===== src/tmprng_pkg.sv =====
// Shared types and constants for the table-mixing random word generator.
// Used by tmprng_tbl, tmprng_mul and table_mixing_prng_top.
package tmprng_pkg;

  localparam int TABLE_DEPTH = 16;
  localparam int IDX_W       = $clog2(TABLE_DEPTH);
  localparam int ENTRY_W     = 16;
  localparam int WORD_W      = 32;

  // Operation codes
  localparam logic [1:0] OP_RELOAD = 2'd0;
  localparam logic [1:0] OP_SEED   = 2'd1;
  localparam logic [1:0] OP_DRAW   = 2'd2;

  localparam logic [WORD_W-1:0]  SEED_MULT = 32'h3C6E_F35F;
  localparam logic [ENTRY_W-1:0] LFSR_TAPS = 16'hB400;

  // Table contents after reset and after reload
  localparam logic [ENTRY_W-1:0] DEFAULT_TABLE [TABLE_DEPTH] = '{
    16'd1, 16'd4, 16'd1, 16'd5, 16'd9, 16'd2, 16'd6, 16'd5,
    16'd3, 16'd5, 16'd8, 16'd9, 16'd7, 16'd9, 16'd3, 16'd2
  };

  typedef struct packed {
    logic [1:0]        operation;
    logic [WORD_W-1:0] seed_value;
  } cmd_item_t;

  typedef struct packed {
    logic [WORD_W-1:0] random_word;
    logic              word_valid;
  } res_item_t;

  // Table port controls from the sequencer
  typedef struct packed {
    logic               clear;
    logic               wr_en;
    logic [IDX_W-1:0]   wr_addr;
    logic [ENTRY_W-1:0] wr_data;
    logic [IDX_W-1:0]   rd_addr;
  } tbl_ctrl_t;

  typedef enum logic [4:0] {
    S_IDLE, S_LOAD,
    S_SI, S_SL, S_SM, S_SW, S_SA, S_SB,
    S_D0, S_D1, S_D2, S_D3, S_D4, S_D5, S_D6, S_D7, S_D8,
    S_EMIT
  } state_t;

endpackage


===== src/tmprng_tbl.sv =====
// Mixing table: one write port, one registered read port with write-first bypass.
// Entries not written since reset or reload read as the default table.
// Depends on tmprng_pkg.
module tmprng_tbl (
  input  logic                         clk,
  input  logic                         rst,
  input  tmprng_pkg::tbl_ctrl_t        ctrl,
  output logic [tmprng_pkg::ENTRY_W-1:0] rd_data
);
  import tmprng_pkg::*;

  logic [ENTRY_W-1:0]     mem [TABLE_DEPTH];
  logic [TABLE_DEPTH-1:0] valid;

  // Track written entries; reload drops them all at once
  always_ff @(posedge clk) begin
    if (rst || ctrl.clear) begin
      valid <= '0;
    end else if (ctrl.wr_en) begin
      valid[ctrl.wr_addr] <= 1'b1;
    end
  end

  // Store write data
  always_ff @(posedge clk) begin
    if (ctrl.wr_en) begin
      mem[ctrl.wr_addr] <= ctrl.wr_data;
    end
  end

  // Register read data, newest write first
  always_ff @(posedge clk) begin
    if (ctrl.wr_en && ctrl.wr_addr == ctrl.rd_addr) begin
      rd_data <= ctrl.wr_data;
    end else if (valid[ctrl.rd_addr]) begin
      rd_data <= mem[ctrl.rd_addr];
    end else begin
      rd_data <= DEFAULT_TABLE[ctrl.rd_addr];
    end
  end

endmodule


===== src/tmprng_mul.sv =====
// Shared 32x32 multiplier keeping the low 32 bits, product registered.
// Depends on tmprng_pkg.
module tmprng_mul (
  input  logic                          clk,
  input  logic [tmprng_pkg::WORD_W-1:0] opa,
  input  logic [tmprng_pkg::WORD_W-1:0] opb,
  output logic [tmprng_pkg::WORD_W-1:0] prod
);
  import tmprng_pkg::*;

  // Multiply modulo 2^32
  always_ff @(posedge clk) begin
    prod <= opa * opb;
  end

endmodule


===== src/table_mixing_prng_top.sv =====
// Table-mixing random word generator, top level with the operation sequencer.
// One item at a time, via S_LOAD for reload, S_D0 to S_D8 for draw, S_SI, S_SL and
// sixteen rounds of S_SM, S_SW, S_SA, S_SB for seed, straight to S_EMIT for the unused
// code. The result is registered on leaving S_EMIT; the next item is taken in the cycle
// after the result, and a waiting result holds S_EMIT.
// Synchronous reset restores the default table and clears seed word and index.
module table_mixing_prng_top (
  input  logic                  clk,
  input  logic                  rst,
  input  logic                  cmd_valid,
  output logic                  cmd_stall,
  input  tmprng_pkg::cmd_item_t cmd,
  output logic                  res_valid,
  input  logic                  res_stall,
  output tmprng_pkg::res_item_t res
);
  import tmprng_pkg::*;

  state_t state, state_next;

  logic [WORD_W-1:0]  seed_word;
  logic [WORD_W-1:0]  idx;
  logic [IDX_W-1:0]   round;
  logic [ENTRY_W-1:0] ea, eb, ec, ed, g, tm1;
  logic [WORD_W-1:0]  wrd;
  logic               wv;

  tbl_ctrl_t          tctl;
  logic [ENTRY_W-1:0] rd_data;
  logic [WORD_W-1:0]  mul_a, mul_b, prod;

  logic               cmd_take, emit_go;

  logic [IDX_W-1:0]   p0, p1, pm2, p2, wm1;
  logic [ENTRY_W-1:0] y1, x1, y2, x2, sel, lfsr, rot_c, rot_d;
  logic [ENTRY_W-1:0] seed_new, sum16;
  logic [WORD_W-1:0]  t1, t2, diff, wmix;
  logic [2*ENTRY_W-1:0] dbl_c, dbl_d;

  tmprng_tbl u_tbl (
    .clk     (clk),
    .rst     (rst),
    .ctrl    (tctl),
    .rd_data (rd_data)
  );

  tmprng_mul u_mul (
    .clk  (clk),
    .opa  (mul_a),
    .opb  (mul_b),
    .prod (prod)
  );

  assign cmd_stall = (state != S_IDLE);
  assign cmd_take  = cmd_valid && !cmd_stall;
  assign emit_go   = (state == S_EMIT) && (!res_valid || !res_stall);

  // Table slots around the index
  assign p0  = idx[IDX_W-1:0];
  assign p1  = p0 + IDX_W'(1);
  assign pm2 = p0 - IDX_W'(2);
  assign p2  = p0 + IDX_W'(2);
  assign wm1 = wrd[IDX_W-1:0] - IDX_W'(1);

  // Pair mixes of the draw
  assign y1 = ec ^ (ea << 5) ^ (ec >> 3) ^ (ea >> 1);
  assign x1 = ea ^ (y1 << 8) ^ (ea << 3) ^ (y1 << 9);
  assign y2 = ed ^ (x1 << 5) ^ (ed >> 3) ^ (x1 >> 1);
  assign x2 = x1 ^ (y2 << 8) ^ (x1 << 3) ^ (y2 << 9);

  // Rotate mix; the slot before the word may be the not yet written first slot
  assign dbl_c = {ec, ec} << wrd[IDX_W-1:0];
  assign dbl_d = {ed, ed} << wrd[IDX_W-1:0];
  assign rot_c = dbl_c[2*ENTRY_W-1:ENTRY_W];
  assign rot_d = dbl_d[2*ENTRY_W-1:ENTRY_W];
  assign sel   = (wm1 == p0) ? x2 : rd_data;

  // Galois step of the second entry
  assign lfsr = (eb >> 1) ^ (eb[0] ? LFSR_TAPS : '0);

  // Output word before registering
  assign wmix = prod ^ {16'h0, ea} ^ {8'h0, eb, 8'h0} ^ {ec, 16'h0}
              ^ {24'h0, ed[7:0]} ^ {ed[15:8], 24'h0};

  // Seed round terms
  assign t1       = (prod - idx) ^ seed_word;
  assign t2       = (prod + idx) ^ seed_word;
  assign seed_new = rd_data ^ t1[WORD_W-1:ENTRY_W] ^ t2[ENTRY_W-1:0];
  assign sum16    = tm1 + g;
  assign diff     = {16'h0, rd_data} - {16'h0, g};

  // Advance the sequencer
  always_comb begin
    state_next = state;
    unique case (state)
      S_IDLE: begin
        if (cmd_take) begin
          if (cmd.operation == OP_RELOAD) begin
            state_next = S_LOAD;
          end else if (cmd.operation == OP_SEED) begin
            state_next = S_SI;
          end else if (cmd.operation == OP_DRAW) begin
            state_next = S_D0;
          end else begin
            state_next = S_EMIT;
          end
        end
      end
      S_LOAD: state_next = S_EMIT;
      S_SI:   state_next = S_SL;
      S_SL:   state_next = S_SM;
      S_SM:   state_next = S_SW;
      S_SW:   state_next = S_SA;
      S_SA:   state_next = S_SB;
      S_SB:   state_next = (round == IDX_W'(TABLE_DEPTH - 1)) ? S_EMIT : S_SM;
      S_D0:   state_next = S_D1;
      S_D1:   state_next = S_D2;
      S_D2:   state_next = S_D3;
      S_D3:   state_next = S_D4;
      S_D4:   state_next = S_D5;
      S_D5:   state_next = S_D6;
      S_D6:   state_next = S_D7;
      S_D7:   state_next = S_D8;
      S_D8:   state_next = S_EMIT;
      S_EMIT: state_next = emit_go ? S_IDLE : S_EMIT;
      default: state_next = S_IDLE;
    endcase
  end

  // Drive table port and multiplier operands
  always_comb begin
    tctl  = '0;
    mul_a = seed_word;
    mul_b = idx;
    unique case (state)
      S_LOAD: tctl.clear = 1'b1;
      S_SI:   mul_b = SEED_MULT;
      S_SM:   tctl.rd_addr = round;
      S_SW: begin
        tctl.wr_en   = 1'b1;
        tctl.wr_addr = round;
        tctl.wr_data = seed_new;
        tctl.rd_addr = p0 - IDX_W'(1);
      end
      S_SA:   tctl.rd_addr = p0 + IDX_W'(1);
      S_D0:   tctl.rd_addr = p0;
      S_D1:   tctl.rd_addr = p1;
      S_D2:   tctl.rd_addr = pm2;
      S_D3:   tctl.rd_addr = p2;
      S_D4: begin
        mul_a = {16'h0, ea} + idx;
        mul_b = {16'h0, eb} - seed_word;
      end
      S_D5: begin
        tctl.wr_en   = 1'b1;
        tctl.wr_addr = pm2;
        tctl.wr_data = y1;
      end
      S_D6: begin
        tctl.wr_en   = 1'b1;
        tctl.wr_addr = p2;
        tctl.wr_data = y2;
        tctl.rd_addr = wm1;
      end
      S_D7: begin
        tctl.wr_en   = 1'b1;
        tctl.wr_addr = p0;
        tctl.wr_data = sel ^ rot_c ^ rot_d ^ ea;
      end
      S_D8: begin
        tctl.wr_en   = 1'b1;
        tctl.wr_addr = p1;
        tctl.wr_data = lfsr;
      end
      default: begin
      end
    endcase
  end

  // Hold state, seed word, index and round count
  always_ff @(posedge clk) begin
    if (rst) begin
      state     <= S_IDLE;
      seed_word <= '0;
      idx       <= '0;
      round     <= '0;
    end else begin
      state <= state_next;
      if (cmd_take && cmd.operation == OP_SEED) begin
        seed_word <= cmd.seed_value;
      end
      case (state)
        S_SL: begin
          idx   <= prod;
          round <= '0;
        end
        S_SB: begin
          idx   <= idx ^ {sum16, 16'h0} ^ diff;
          round <= round + IDX_W'(1);
        end
        S_D8:    idx <= idx + WORD_W'(2);
        default: begin
        end
      endcase
    end
  end

  // Capture table reads and the drawn word
  always_ff @(posedge clk) begin
    if (cmd_take) begin
      wrd <= '0;
      wv  <= 1'b0;
    end
    case (state)
      S_SW: g   <= seed_new;
      S_SA: tm1 <= rd_data;
      S_D1: ea  <= rd_data;
      S_D2: eb  <= rd_data;
      S_D3: ec  <= rd_data;
      S_D4: ed  <= rd_data;
      S_D5: wrd <= wmix;
      S_D8: wv  <= 1'b1;
      default: begin
      end
    endcase
  end

  // Hold the result until taken
  always_ff @(posedge clk) begin
    if (rst) begin
      res_valid <= 1'b0;
    end else if (emit_go) begin
      res_valid <= 1'b1;
    end else if (!res_stall) begin
      res_valid <= 1'b0;
    end
  end

  always_ff @(posedge clk) begin
    if (emit_go) begin
      res.random_word <= wrd;
      res.word_valid  <= wv;
    end
  end

endmodule

===== config.mk =====
export PLATFORM = sky130hd
export DESIGN_NAME = table_mixing_prng_top
export DESIGN_NICKNAME = d
export VERILOG_FILES = /design/src/tmprng_pkg.sv /design/src/tmprng_tbl.sv /design/src/tmprng_mul.sv /design/src/table_mixing_prng_top.sv
export SDC_FILE = /design/constraint.sdc
export NUM_CORES = 2
export LEC_CHECK = 0
export BUFFER_PORTS_ARGS = -buffer_cell sky130_fd_sc_hd__buf_2
export CAP_MARGIN = 20
export CORE_MARGIN = 2
export CORE_UTILIZATION = 35
export CTS_BUF_LIST = sky130_fd_sc_hd__clkbuf_8
export CTS_CLUSTER_DIAMETER = 60
export DETAILED_ROUTE_END_ITERATION = 7
export HOLD_SLACK_MARGIN = 0.1
export PLACE_DENSITY_LB_ADDON = 0.25
export SYNTH_ARGS = -nofsm -noshare
export SYNTH_HDL_FRONTEND = slang
export SYNTH_SLANG_ARGS = --single-unit

===== constraint.sdc =====
create_clock -name clk -period 22.7 [get_ports clk]
set_input_delay 2.27 -clock clk [delete_from_list [all_inputs] [get_ports clk]]
set_output_delay 2.27 -clock clk [all_outputs]
set_load 0.05 [all_outputs]

==> results by group <==
Global route
  – Vias in the first global route: between 30,000 and 40,000
  – Tot GR Track Use: 0.249
  – GR Overflow Total: 0
  – First-pass GRT wire length: 249,000 um
  – Initial antenna violation count: 6
  – Largest net degree at the start of global routing: 69

Finish
  – Fraction of final layout cells with drive strength greater than 1: 0.0854
  – Layout Nets: 5,692
  – Final Instance Area: 51,800 sq um
  – Area Growth Syn to Fin: 10.6%

Detailed routing
  – Routed vias: between 30,000 and 40,000
  – Routed len/inst: around 25 um
  – Drt pass-1 iters: 6
  – Antenna Violating Nets Remaining: 0
  – Iteration-0 DRC Markers: 3,691
  – Drt drc: 0
  – DRT Wirelength: 170,000 um
  – Via/cell ratio: 5.36

Timing
  – Final setup vio count: 0
  – Crit share post-route: 0.481
  – Max Freq: 0.0916 GHz
  – Final min period: ~11 ns
  – Slew at the pin closest to its max-slew limit: 1.11 ns
  – Fin. Hold Viols: 0
  – Post-route setup TNS: 0 ns
  – Rel. slew slack: 0.263
  – Fin. max-slew vios: 0
  – RSZ-0062 raised after global routing: false
  – Clk_skew: around 0.089 ns

Logic synthesis
  – Seq/Total Area, Yosys: 0.327
  – Ys flop type: edfxtp_1
  – Synth Instances: 4,934
  – Syn Nets: approximately 5,600
  – Post-synth EDFFs: 417
  – Post-synth top area share: 0.267
  – Cell taking the most area after synthesis: edfxtp_1
  – Ys async rst share: 0
  – Netlist Area Pre-Place: about 47,000 sq um
  – Distinct cell type count after synthesis: 81
  – Most frequent cell after synthesis: nand2_1
  – Avg Inst Size Synth: 9.49 sq um
  – Count of state elements after synthesis: 556
  – Top post-synthesis cells by area: edfxtp_1 (27%), fa_1 (18%), xnor2_1 (8.2%)
  – YS warnings: 0
  – Most instantiated cells after synthesis: nand2_1 (799), inv_1 (552), xnor2_1 (437)

Place
  – GPL Wtd Cong: between 0.9 and 1
  – Placed Area: around 50,000 sq um
  – Port bufs: 72
  – Hpwl dp: approximately 130,000 um

Power
  – Net switching power: approximately 2.3 mW
  – Power per cell area: 96.0 nW/um^2
  – Lkg Pwr: 21.3 nW
  – Comb pwr share: 0.505
  – Seq pwr share: 0.295
  – Worst vdd ir: between 90 and 100 uV
  – Pint: approximately 2.7 mW
  – Clock Power Share: 0.200
  – Switch share: 0.465

Worst setup path
  – Slowest-stage cell, CP: dfxtp_1
  – R2R Path Start: state[1]
  – Crit end category: flop
  – Crit path required time: around 23 ns
  – Slowest Stage Delay on Critical Path: 0.86 ns
  – CP Launch Point: state[1]
  – Startpoint types: flop
  – Crit path max fanout: 60
  – Crit path arrival time: ~12 ns
  – Setup CP Type: flop to flop

Clock network
  – Longest Clk Path Bufs: 3
  – CTS sink cnt: about 560
  – Root buffer cell: clkbuf_8
  – H-tree depth: 3
  – TritonCTS buffer count: 100
  – Clk Latency, worst-skew pair: 0.87 ns
  – CTS tree: yes
  – Post-CTS setup buffer count: 0
  – CTS clk-pin slew, worst paths: 0.06 ns
  – Hold-fix buffers at CTS: 0
  – # resized after CTS: 0

Die
  – Top Ports: 73
  – Initial Util: 0.352
  – Die width: 370 um
  – Die Area: around 140,000 sq um
  – Core area: 133,000 sq um
  – Row cnt: 134
  – Die Ht: 370 um

Hold path
  – Hold_sp: wrd[20]
  – HP Class: flop to flop

Run status
  – Status: complete, no violations

Job
  – Max-Cap Viols: 0
## registers in the layout, indices dropped and copies added (netlist names), 32 cells and up
register and flops:
res 33, idx 32, u_mul.prod 32, u_tbl.mem 256
seed_word 32, wrd 32
## kinds of logic after synthesis
family | synth area share
buf+inv | 0.0642
xor+xnor | 0.105
simple gates | 0.142
fa+ha+maj | 0.242
compound gates | 0.104
mux | 0.0154
flops | 0.327
## path summary, 6_finish.rpt
kind | end | slack, ns | depth (start not counted)
setup / recovery | u_mul.prod[31] | 11.78 | 35
hold / removal | res[21] | 0.41 | 0
setup reg to reg | u_mul.prod[31] | 11.78 | 35
hold reg to reg | res[21] | 0.41 | 0
## layout by cell type, fill, tap and decap left out, drive strengths merged, types with 119 or more instances in the layout
cell type,Yosys,routed
edfxtp,417,417
nor2,382,382
buf,33,198
nand2,799,799
xnor2,437,437
dfxtp,139,139
inv,554,596
ha,247,247
a21oi,267,267
fa,413,413
xor2,119,119
## power by group through the flow
| stage | logic [mW] | clock network [mW] | registers [mW] |
|---|---|---|---|
| finish | 2.51 | 0.993 | 1.47 |
| global route | 2.66 | 1.06 | 1.47 |
| CTS | 2.47 | 1.02 | 1.46 |
| detailed placement | 2.45 | 0 | 1.48 |
| global placement | 2.45 | 0 | 1.48 |
| floorplan | 1.58 | 0 | 1.39 |
## worst max-delay path, delay by kind of cell (launching register included)
kind,cells,cell delay (ns)
adders and majority gates,9,4.33
AOI/OAI and AO/OA,8,1.78
buffers and inverters,12,2.44
and+or+nand+nor,4,0.68
xor gates and xnor gates,2,0.52
DFF,1,0.86
## per-stage QoR
step | hold WS [ns] | total power [mW] | util | cells | setup slack, ns
floorplan | 0.400 | 2.96 | - | 4934 | 12.97
global placement | 0.404 | 3.93 | 0.373 | 6654 | 12.00
detailed placement | 0.405 | 3.93 | 0.373 | 6656 | 11.94
CTS | 0.416 | 4.95 | 0.389 | 6844 | 11.91
global route | 0.420 | 5.20 | 0.389 | 6851 | 11.32
finish | 0.412 | 4.97 | 0.389 | 6851 | 11.78
## area by class of cell
| class | instances | area [sq um] |
|---|---|---|
| Fill cell | 13400 | 81300 |
| Multi-Input combinational cell | 3578 | 28700 |
| Sequential cell | 556 | 15300 |
| Tap cell | 1768 | 2210 |
| Inverter | 559 | 2100 |
| Clock buffer | 115 | 1580 |
| Timing Repair Buffer | 199 | 1330 |
| Clock inverter | 73 | 543 |
| Antenna cell | 3 | 7.51 |
## routing by layer
metal / global-route usage / part of all wire / routed length, um / vias up
met5: 0 / 0.00016 / 27 / -
met4: 0.103 / 0.047 / 7990 / 4
met3: 0.0475 / 0.082 / 14000 / 366
met2: 0.389 / 0.45 / 76400 / 1630
met1: 0.337 / 0.42 / 71200 / 18300
li1: - / - / - / 16400
Power figures use the tool's default switching activity.
